==> src/hw/rtl/mcfb_pkg.sv <==
// Shared types and constants for the motor controller frame builder.
`default_nettype none

package mcfb_pkg;

  // Command field width and register data width
  localparam int CMD_W  = 2;
  localparam int ADDR_W = 2;
  localparam int CMD_VW = 15;
  localparam int CFG_IW = 2;

  // Scaled magnitude before division, and quotient width
  localparam int MAG_W  = 23;
  localparam int QUOT_W = 8;

  // Frame bytes and checksum bases
  localparam logic [7:0] BYTE_TEST    = 8'd251;
  localparam logic [7:0] BYTE_REVERSE = 8'd254;
  localparam logic [7:0] BYTE_SETADDR = 8'd250;
  localparam logic [7:0] SUM_TEST     = 8'd231;
  localparam logic [7:0] SUM_REVERSE  = 8'd234;
  localparam logic [7:0] SUM_SETADDR  = 8'd230;
  localparam logic [7:0] AXIS_MID     = 8'd100;
  localparam logic [7:0] AXIS_LIMIT   = 8'd100;
  localparam logic [7:0] THRUST_MAX   = 8'd200;
  localparam logic [7:0] THRUST_MIN   = 8'd1;
  localparam logic [MAG_W-1:0] AXIS_GAIN   = 23'd100;
  localparam logic [MAG_W-1:0] THRUST_GAIN = 23'd200;

  typedef enum logic [CMD_W-1:0] {
    CMD_NORMAL  = 2'd0,
    CMD_TEST    = 2'd1,
    CMD_REVERSE = 2'd2,
    CMD_SETADDR = 2'd3
  } cmd_e_t;

  typedef enum logic [CFG_IW-1:0] {
    REG_TRIM_PITCH = 2'd0,
    REG_TRIM_ROLL  = 2'd1,
    REG_TRIM_YAW   = 2'd2,
    REG_KILL       = 2'd3
  } cfg_reg_t;

  typedef struct packed {
    logic             neg;
    logic [MAG_W-1:0] mag;
  } axis_mag_t;

  // Add trim, take magnitude, scale by the axis gain and cap the result
  function automatic axis_mag_t axis_mag(logic [CMD_VW-1:0] cmd, logic [CMD_VW-1:0] trim,
                                         logic [MAG_W-1:0] cap);
    logic [CMD_VW:0]  sum;
    logic [CMD_VW:0]  absval;
    logic [MAG_W-1:0] prod;
    axis_mag_t        res;
    sum    = {cmd[CMD_VW-1], cmd} + {trim[CMD_VW-1], trim};
    absval = sum[CMD_VW] ? (~sum + 1'b1) : sum;
    prod   = MAG_W'(absval) * AXIS_GAIN;
    res.neg = sum[CMD_VW];
    res.mag = (prod > cap) ? cap : prod;
    return res;
  endfunction

endpackage

`default_nettype wire

==> src/hw/rtl/mcfb_div.sv <==
// Two-stage divider of a bounded magnitude by the full-scale constant.
`default_nettype none

module mcfb_div #(
  parameter int FULL_SCALE = 9600
) (
  input  wire logic                        clk,
  input  wire logic                        en,
  input  wire logic [mcfb_pkg::MAG_W-1:0]  mag,
  output logic      [mcfb_pkg::QUOT_W-1:0] quot
);
  import mcfb_pkg::*;

  localparam int RECIP_W = MAG_W + 1;
  localparam logic [RECIP_W-1:0] RECIP = RECIP_W'((64'd1 << MAG_W) / FULL_SCALE);
  localparam logic [MAG_W-1:0]   FS_C  = MAG_W'(FULL_SCALE);

  logic [MAG_W+RECIP_W-1:0] prod;
  logic [QUOT_W-1:0]        est;
  logic [MAG_W-1:0]         mag_q;
  logic [MAG_W-1:0]         rem;

  // Reciprocal estimate: never high, at most one low
  assign prod = (MAG_W+RECIP_W)'(mag) * (MAG_W+RECIP_W)'(RECIP);

  always_ff @(posedge clk) begin
    if (en) begin
      est   <= prod[MAG_W+QUOT_W-1:MAG_W];
      mag_q <= mag;
    end
  end

  // Correct the estimate by one remainder compare
  assign rem  = mag_q - MAG_W'(MAG_W'(est) * FS_C);
  assign quot = est + QUOT_W'(rem >= FS_C);

endmodule

`default_nettype wire

==> src/hw/rtl/motor_controller_frame_builder.sv <==
// Frame builder top: trims, scales and clamps commands into four-byte words.
// Latency: a result passes the input register, the scaling stage and the divider
// estimate register before it reaches the output registers.
// Throughput: one word per cycle while a finished word is not held by out_stall.
// Reset clears valids, trims, kill flag, stored address and error count.
`default_nettype none

module motor_controller_frame_builder #(
  parameter int FULL_SCALE = 9600
) (
  input  wire logic                        clk,
  input  wire logic                        rst,
  input  wire logic                        in_valid,
  output logic                             in_stall,
  input  wire logic [mcfb_pkg::CMD_VW-1:0] pitch_cmd,
  input  wire logic [mcfb_pkg::CMD_VW-1:0] roll_cmd,
  input  wire logic [mcfb_pkg::CMD_VW-1:0] yaw_cmd,
  input  wire logic [mcfb_pkg::CMD_VW-1:0] thrust_cmd,
  input  wire logic                        motor_run,
  input  wire logic                        bus_ok,
  input  wire logic [mcfb_pkg::CMD_W-1:0]  command,
  input  wire logic [mcfb_pkg::ADDR_W-1:0] new_address,
  output logic                             out_valid,
  input  wire logic                        out_stall,
  output logic                             frame_valid,
  output logic [7:0]                       byte0,
  output logic [7:0]                       byte1,
  output logic [7:0]                       byte2,
  output logic [7:0]                       byte3,
  output logic [15:0]                      error_total,
  input  wire logic                        cfg_valid,
  output logic                             cfg_ready,
  input  wire logic [mcfb_pkg::CFG_IW-1:0] cfg_index,
  input  wire logic [mcfb_pkg::CMD_VW-1:0] cfg_data
);
  import mcfb_pkg::*;

  localparam logic [MAG_W-1:0] AXIS_CAP   = MAG_W'(101 * FULL_SCALE);
  localparam logic [MAG_W-1:0] THRUST_CAP = MAG_W'(201 * FULL_SCALE);

  logic adv;

  // Configuration registers
  logic [CMD_VW-1:0] trim_pitch;
  logic [CMD_VW-1:0] trim_roll;
  logic [CMD_VW-1:0] trim_yaw;
  logic              kill_flag;

  // State
  logic [ADDR_W-1:0] current_address;
  logic [15:0]       error_count;

  // Input stage
  logic              v1;
  logic [CMD_VW-1:0] p1, r1, y1, t1;
  logic              mon1, ok1;
  logic [CMD_W-1:0]  cmd1;
  logic [ADDR_W-1:0] na1;

  // Scaling stage
  logic              va;
  axis_mag_t         pa, ra, ya;
  logic [MAG_W-1:0]  ta;
  logic              mona, oka;
  logic [CMD_W-1:0]  cmda;
  logic [ADDR_W-1:0] naa;

  // Divider stage
  logic              vb;
  logic              pnb, rnb, ynb;
  logic              monb, okb;
  logic [CMD_W-1:0]  cmdb;
  logic [ADDR_W-1:0] nab;

  logic [MAG_W-1:0]  t_prod;
  logic [MAG_W-1:0]  t_mag;
  logic [QUOT_W-1:0] qp, qr, qy, qt;
  logic [7:0]        cp, cr, cy, ct;
  logic [7:0]        b0_next, b1_next, b2_next, b3_next;

  // Whole pipeline moves unless a finished word is held
  assign adv       = !(out_valid && out_stall);
  assign in_stall  = !adv;
  assign cfg_ready = 1'b1;

  // Write configuration registers
  always_ff @(posedge clk) begin
    if (rst) begin
      trim_pitch <= '0;
      trim_roll  <= '0;
      trim_yaw   <= '0;
      kill_flag  <= 1'b0;
    end else if (cfg_valid && cfg_ready) begin
      case (cfg_reg_t'(cfg_index))
        REG_TRIM_PITCH: trim_pitch <= cfg_data;
        REG_TRIM_ROLL:  trim_roll  <= cfg_data;
        REG_TRIM_YAW:   trim_yaw   <= cfg_data;
        REG_KILL:       kill_flag  <= cfg_data[0];
        default:        kill_flag  <= kill_flag;
      endcase
    end
  end

  // Capture the input word
  always_ff @(posedge clk) begin
    if (rst) begin
      v1 <= 1'b0;
    end else if (adv) begin
      v1 <= in_valid;
    end
  end

  always_ff @(posedge clk) begin
    if (adv) begin
      p1   <= pitch_cmd;
      r1   <= roll_cmd;
      y1   <= yaw_cmd;
      t1   <= thrust_cmd;
      mon1 <= motor_run;
      ok1  <= bus_ok;
      cmd1 <= command;
      na1  <= new_address;
    end
  end

  // Scale thrust; zero and negative commands give a zero quotient
  assign t_prod = MAG_W'(t1[CMD_VW-2:0]) * THRUST_GAIN;
  assign t_mag  = (t1[CMD_VW-1] || t1 == '0) ? '0 :
                  ((t_prod > THRUST_CAP) ? THRUST_CAP : t_prod);

  always_ff @(posedge clk) begin
    if (rst) begin
      va <= 1'b0;
    end else if (adv) begin
      va <= v1;
    end
  end

  always_ff @(posedge clk) begin
    if (adv) begin
      pa   <= axis_mag(p1, trim_pitch, AXIS_CAP);
      ra   <= axis_mag(r1, trim_roll, AXIS_CAP);
      ya   <= axis_mag(y1, trim_yaw, AXIS_CAP);
      ta   <= t_mag;
      mona <= mon1;
      oka  <= ok1;
      cmda <= cmd1;
      naa  <= na1;
    end
  end

  // Divide the four magnitudes by full scale
  mcfb_div #(.FULL_SCALE(FULL_SCALE)) u_div_pitch (
    .clk(clk), .en(adv), .mag(pa.mag), .quot(qp)
  );
  mcfb_div #(.FULL_SCALE(FULL_SCALE)) u_div_roll (
    .clk(clk), .en(adv), .mag(ra.mag), .quot(qr)
  );
  mcfb_div #(.FULL_SCALE(FULL_SCALE)) u_div_yaw (
    .clk(clk), .en(adv), .mag(ya.mag), .quot(qy)
  );
  mcfb_div #(.FULL_SCALE(FULL_SCALE)) u_div_thrust (
    .clk(clk), .en(adv), .mag(ta), .quot(qt)
  );

  always_ff @(posedge clk) begin
    if (rst) begin
      vb <= 1'b0;
    end else if (adv) begin
      vb <= va;
    end
  end

  always_ff @(posedge clk) begin
    if (adv) begin
      pnb  <= pa.neg;
      rnb  <= ra.neg;
      ynb  <= ya.neg;
      monb <= mona;
      okb  <= oka;
      cmdb <= cmda;
      nab  <= naa;
    end
  end

  // Clamp the quotients; kill forces everything to zero
  always_comb begin
    cp = (qp > AXIS_LIMIT) ? AXIS_LIMIT : qp;
    cr = (qr > AXIS_LIMIT) ? AXIS_LIMIT : qr;
    cy = (qy > AXIS_LIMIT) ? AXIS_LIMIT : qy;
    if (!monb) begin
      ct = '0;
    end else if (qt == '0) begin
      ct = THRUST_MIN;
    end else if (qt > THRUST_MAX) begin
      ct = THRUST_MAX;
    end else begin
      ct = qt;
    end
    if (kill_flag) begin
      cp = '0;
      cr = '0;
      cy = '0;
      ct = '0;
    end
  end

  // Build the frame bytes
  always_comb begin
    case (cmd_e_t'(cmdb))
      CMD_TEST: begin
        b0_next = BYTE_TEST;
        b1_next = 8'(current_address);
        b2_next = '0;
        b3_next = SUM_TEST + 8'(current_address);
      end
      CMD_REVERSE: begin
        b0_next = BYTE_REVERSE;
        b1_next = 8'(current_address);
        b2_next = '0;
        b3_next = SUM_REVERSE + 8'(current_address);
      end
      CMD_SETADDR: begin
        b0_next = BYTE_SETADDR;
        b1_next = 8'(current_address);
        b2_next = 8'(nab);
        b3_next = SUM_SETADDR + 8'(current_address) + 8'(nab);
      end
      default: begin
        b0_next = pnb ? AXIS_MID + cp : AXIS_MID - cp;
        b1_next = rnb ? AXIS_MID - cr : AXIS_MID + cr;
        b2_next = ynb ? AXIS_MID + cy : AXIS_MID - cy;
        b3_next = ct;
      end
    endcase
    if (!okb) begin
      b0_next = '0;
      b1_next = '0;
      b2_next = '0;
      b3_next = '0;
    end
  end

  // Update stored address and error count as each word leaves
  always_ff @(posedge clk) begin
    if (rst) begin
      current_address <= '0;
      error_count     <= '0;
    end else if (adv && vb) begin
      if (!okb) begin
        error_count <= error_count + 16'd1;
      end else if (cmd_e_t'(cmdb) == CMD_SETADDR) begin
        current_address <= nab;
      end
    end
  end

  // Output register
  always_ff @(posedge clk) begin
    if (rst) begin
      out_valid <= 1'b0;
    end else if (adv) begin
      out_valid <= vb;
    end
  end

  always_ff @(posedge clk) begin
    if (adv) begin
      frame_valid <= okb;
      byte0       <= b0_next;
      byte1       <= b1_next;
      byte2       <= b2_next;
      byte3       <= b3_next;
      error_total <= okb ? error_count : error_count + 16'd1;
    end
  end

endmodule

`default_nettype wire
==> config.mk <==
export PLATFORM = sky130hd
export DESIGN_NAME = motor_controller_frame_builder
export DESIGN_NICKNAME = d
export VERILOG_FILES = /design/src/hw/rtl/mcfb_pkg.sv /design/src/hw/rtl/mcfb_div.sv /design/src/hw/rtl/motor_controller_frame_builder.sv
export SDC_FILE = /design/constraint.sdc
export NUM_CORES = 2
export LEC_CHECK = 0
export BUFFER_PORTS_ARGS = -buffer_cell sky130_fd_sc_hd__buf_2
export CAP_MARGIN = 0
export CORE_MARGIN = 3
export CORE_UTILIZATION = 65
export CTS_BUF_LIST = sky130_fd_sc_hd__clkbuf_4 sky130_fd_sc_hd__clkbuf_8
export DETAILED_ROUTE_END_ITERATION = 8
export PLACE_DENSITY_LB_ADDON = 0.05
export SYNTH_ARGS = -nofsm -noshare
export SYNTH_HDL_FRONTEND = slang
export SYNTH_SLANG_ARGS = --single-unit
==> constraint.sdc <==
create_clock -name clk -period 12.21 [get_ports clk]
set_input_delay 1.221 -clock clk [delete_from_list [all_inputs] [get_ports clk]]
set_output_delay 1.221 -clock clk [all_outputs]
set_load 0.05 [all_outputs]
==> out/results.tsv <==
stage	metric	value	unit
timing	fmax	112.1	MHz
timing	drv_slew	0	
floorplan	initial_core_util	66.12	%
drt	post-route-drc-count	0	
floorplan	core	64930	sq um
worst_setup_path	max_stage_delay	0.54	ns
synth	yosys.area_share.simple	10.12	%
clock_tree	cts_sinks	378	
min_path	hold_class	reg -> reg	
timing	fin_crit_sh	73.05	%
clock_tree	post_cts_buffers	0	
floorplan	die_w	263.0	um
drt	ant_nets	0	
worst_setup_path	startpoint_type	flip-flop	
clock_tree	cts_tree	done	
synth	yosys_warnings	0	
synth	synth_area_leaders	ha_1, edfxtp_1, fa_1	
finish	final_nets	5694	
synth	yosysTopAreaCell	ha_1	
global_routing	grt_max_degree	168	
run	max_cap_viol_count	0	
worst_setup_path	crit_top_cell	ha_1	
synth	synth_top_area_share	24.04	%
timing	rsz0062_at_grt	false	
synth	ys_seq_area_share	24.86	%
global_routing	grt_pass1_vias	29970	
clock_tree	htreeDepth	3	
place	hpwlAfterDp	70700	um
global_routing	track_usage	25.43	%
global_routing	antenna_found_initial	4	
clock_tree	cts_buffers	70	
drt	dr.first_iter.drc_count	1591	
place	gp_congestion	0.8648	
drt	avgViaCountPerCell	5.626	
synth	synth_top_family_by_area	adder cells	
global_routing	grt_pass1_wl	146400	um
finish	area_growth_syn_to_layout	7.412	%
clock_tree	cts_root_buf	clkbuf_8	
timing	hold_viol	0	
worst_setup_path	worstPathRequired	12.59	ns
synth	syn-cell-area	42930	sq um
synth	synth_compound_area_share	12.60	%
finish	final_cell_mix	ha_1, inv_1, fa_1, edfxtp_1, nand2_1	
drt	num_vias	30130	
clock_tree	clk_latency	0.65	ns
floorplan	ios	140	
synth	synth_edf_count	310	
synth	synth-xor-area-share	5.835	%
clock_tree	clk_pin_slew	0.06	ns
finish	final_common_cell	ha_1	
worst_setup_path	path_max_fanout	9	
timing	tns	0	ns
drt	wl_per_cell	16.22	um
place	io_buffers	138	
status	status	completed	
timing	finalCriticalPeriod	8.920	ns
synth	syn_area_per_cell	10.05	sq um
synth	synth_async_sr_flop_share	0	%
synth	yosysUniqueCellTypes	99	
timing	slew_headroom	24.08	%
drt	wl	86850	um
clock_tree	cts_hold_buf	0	
worst_setup_path	crit_slowest_cell	edfxtp_1	
floorplan	fp-row-count	93	
drt	first_pass_iters	5	
synth	synth_ff_type	edfxtp_1	
clock_tree	cts_max_path_buffers	3	
synth	ys_ff_latch	378	
floorplan	die_h	263.0	um
worst_setup_path	cp.arrival	9.30	ns
synth	synth_cells	4272	
synth	synth.mux.area_fraction	0.3993	%
synth	synth_fa_ha_area_share	39.57	%
timing	worstMarginPinSlew	1.131	ns
timing	setup_viol	0	
floorplan	die-area	69170	sq um
timing	finClkSkew	0.03585	ns
worst_setup_path	worstSetupPathType	reg -> reg	
clock_tree	cts_resized	0	
worst_setup_path	cp-end-kind	flip-flop	
global_routing	overflow	0	
finish	drive_gt1_share	7.533	%
routing by layer:
metal	vias up	global-route usage, %	routed length [um]
li1	15210	-	-
met4	4	5.662	1602
met1	14220	36.43	42050
met3	117	4.075	4194
met2	573	40.94	38970
met5	-	0	27
cells by family after synthesis:
logic type	count (synthesis)
compound gates	805
xor+xnor	286
fa+ha+maj	1158
buf+inv	749
flops	378
mux	17
other cells	2
simple gates	877
critical path: cells and delay by family (launching register included):
kind                       cells  cell delay (ns)
buffers and inverters          3             0.23
DFF                            1             0.54
adders and majority gates      9             2.94
xor gates and xnor gates       3             0.53
AOI/OAI and AO/OA             13             2.62
and+or+nand+nor                9             1.78
registers in the layout (all words and copies together) (netlist names), 16 cells and up:
name,flops
u_div_yaw.mag_q,16
error_total,16
ra,22
error_count,16
pa,22
u_div_pitch.mag_q,16
ta,19
u_div_roll.mag_q,16
ya,22
metrics by stage:
step	std cells	hold slack [ns]	worst slack [ns]	util [%]	cell area, sq um
6_report	5356	0.4236	3.290	71.02	46110
5_1_grt	5356	0.4443	2.618	71.02	46110
4_1_cts	5355	0.4230	3.324	71.01	46110
3_5_place_dp	5231	0.4064	3.447	68.68	44600
3_3_place_gp	5231	0.4016	3.670	68.68	44600
2_1_floorplan	4281	0.4003	0.6099	-	42960
synthesized netlist by cell type (all sizes together) (28+ instances only):
library cell  number
o21a              53
xnor2            156
nor2b             41
a211oi            34
dfxtp             68
clkbuf            43
nand3             52
nand2b            45
nor2             213
a21oi            233
a21boi            28
a21o              54
o21bai            30
nor3              74
inv              697
fa               333
xor2             130
o21ai            154
edfxtp           310
ha               825
and3              30
a31oi             28
nand2            249
cell type report:
class / count / area [sq um]
sequential: 378 / 10670
inverter: 697 / 2616
clock inverter: 25 / 276.5
antenna: 1 / 2.502
timing repair buffer: 147 / 770.7
clock buffer: 99 / 1237
fill: 4998 / 18820
multi-input combinational: 3154 / 29470
tap: 855 / 1070
final timing paths:
kind,startpoint,to,slack [ns],depth (start not counted)
setup / recovery,u_div_roll.est[4],byte1[6],3.29,37
hold reg to reg,na1[0],naa[0],0.42,0
setup reg to reg,u_div_roll.est[4],byte1[6],3.29,37
hold / removal,na1[0],naa[0],0.42,0
Power is not shown: default switching activity piles up to over one toggle a cycle in this logic, so the estimate is an artifact.
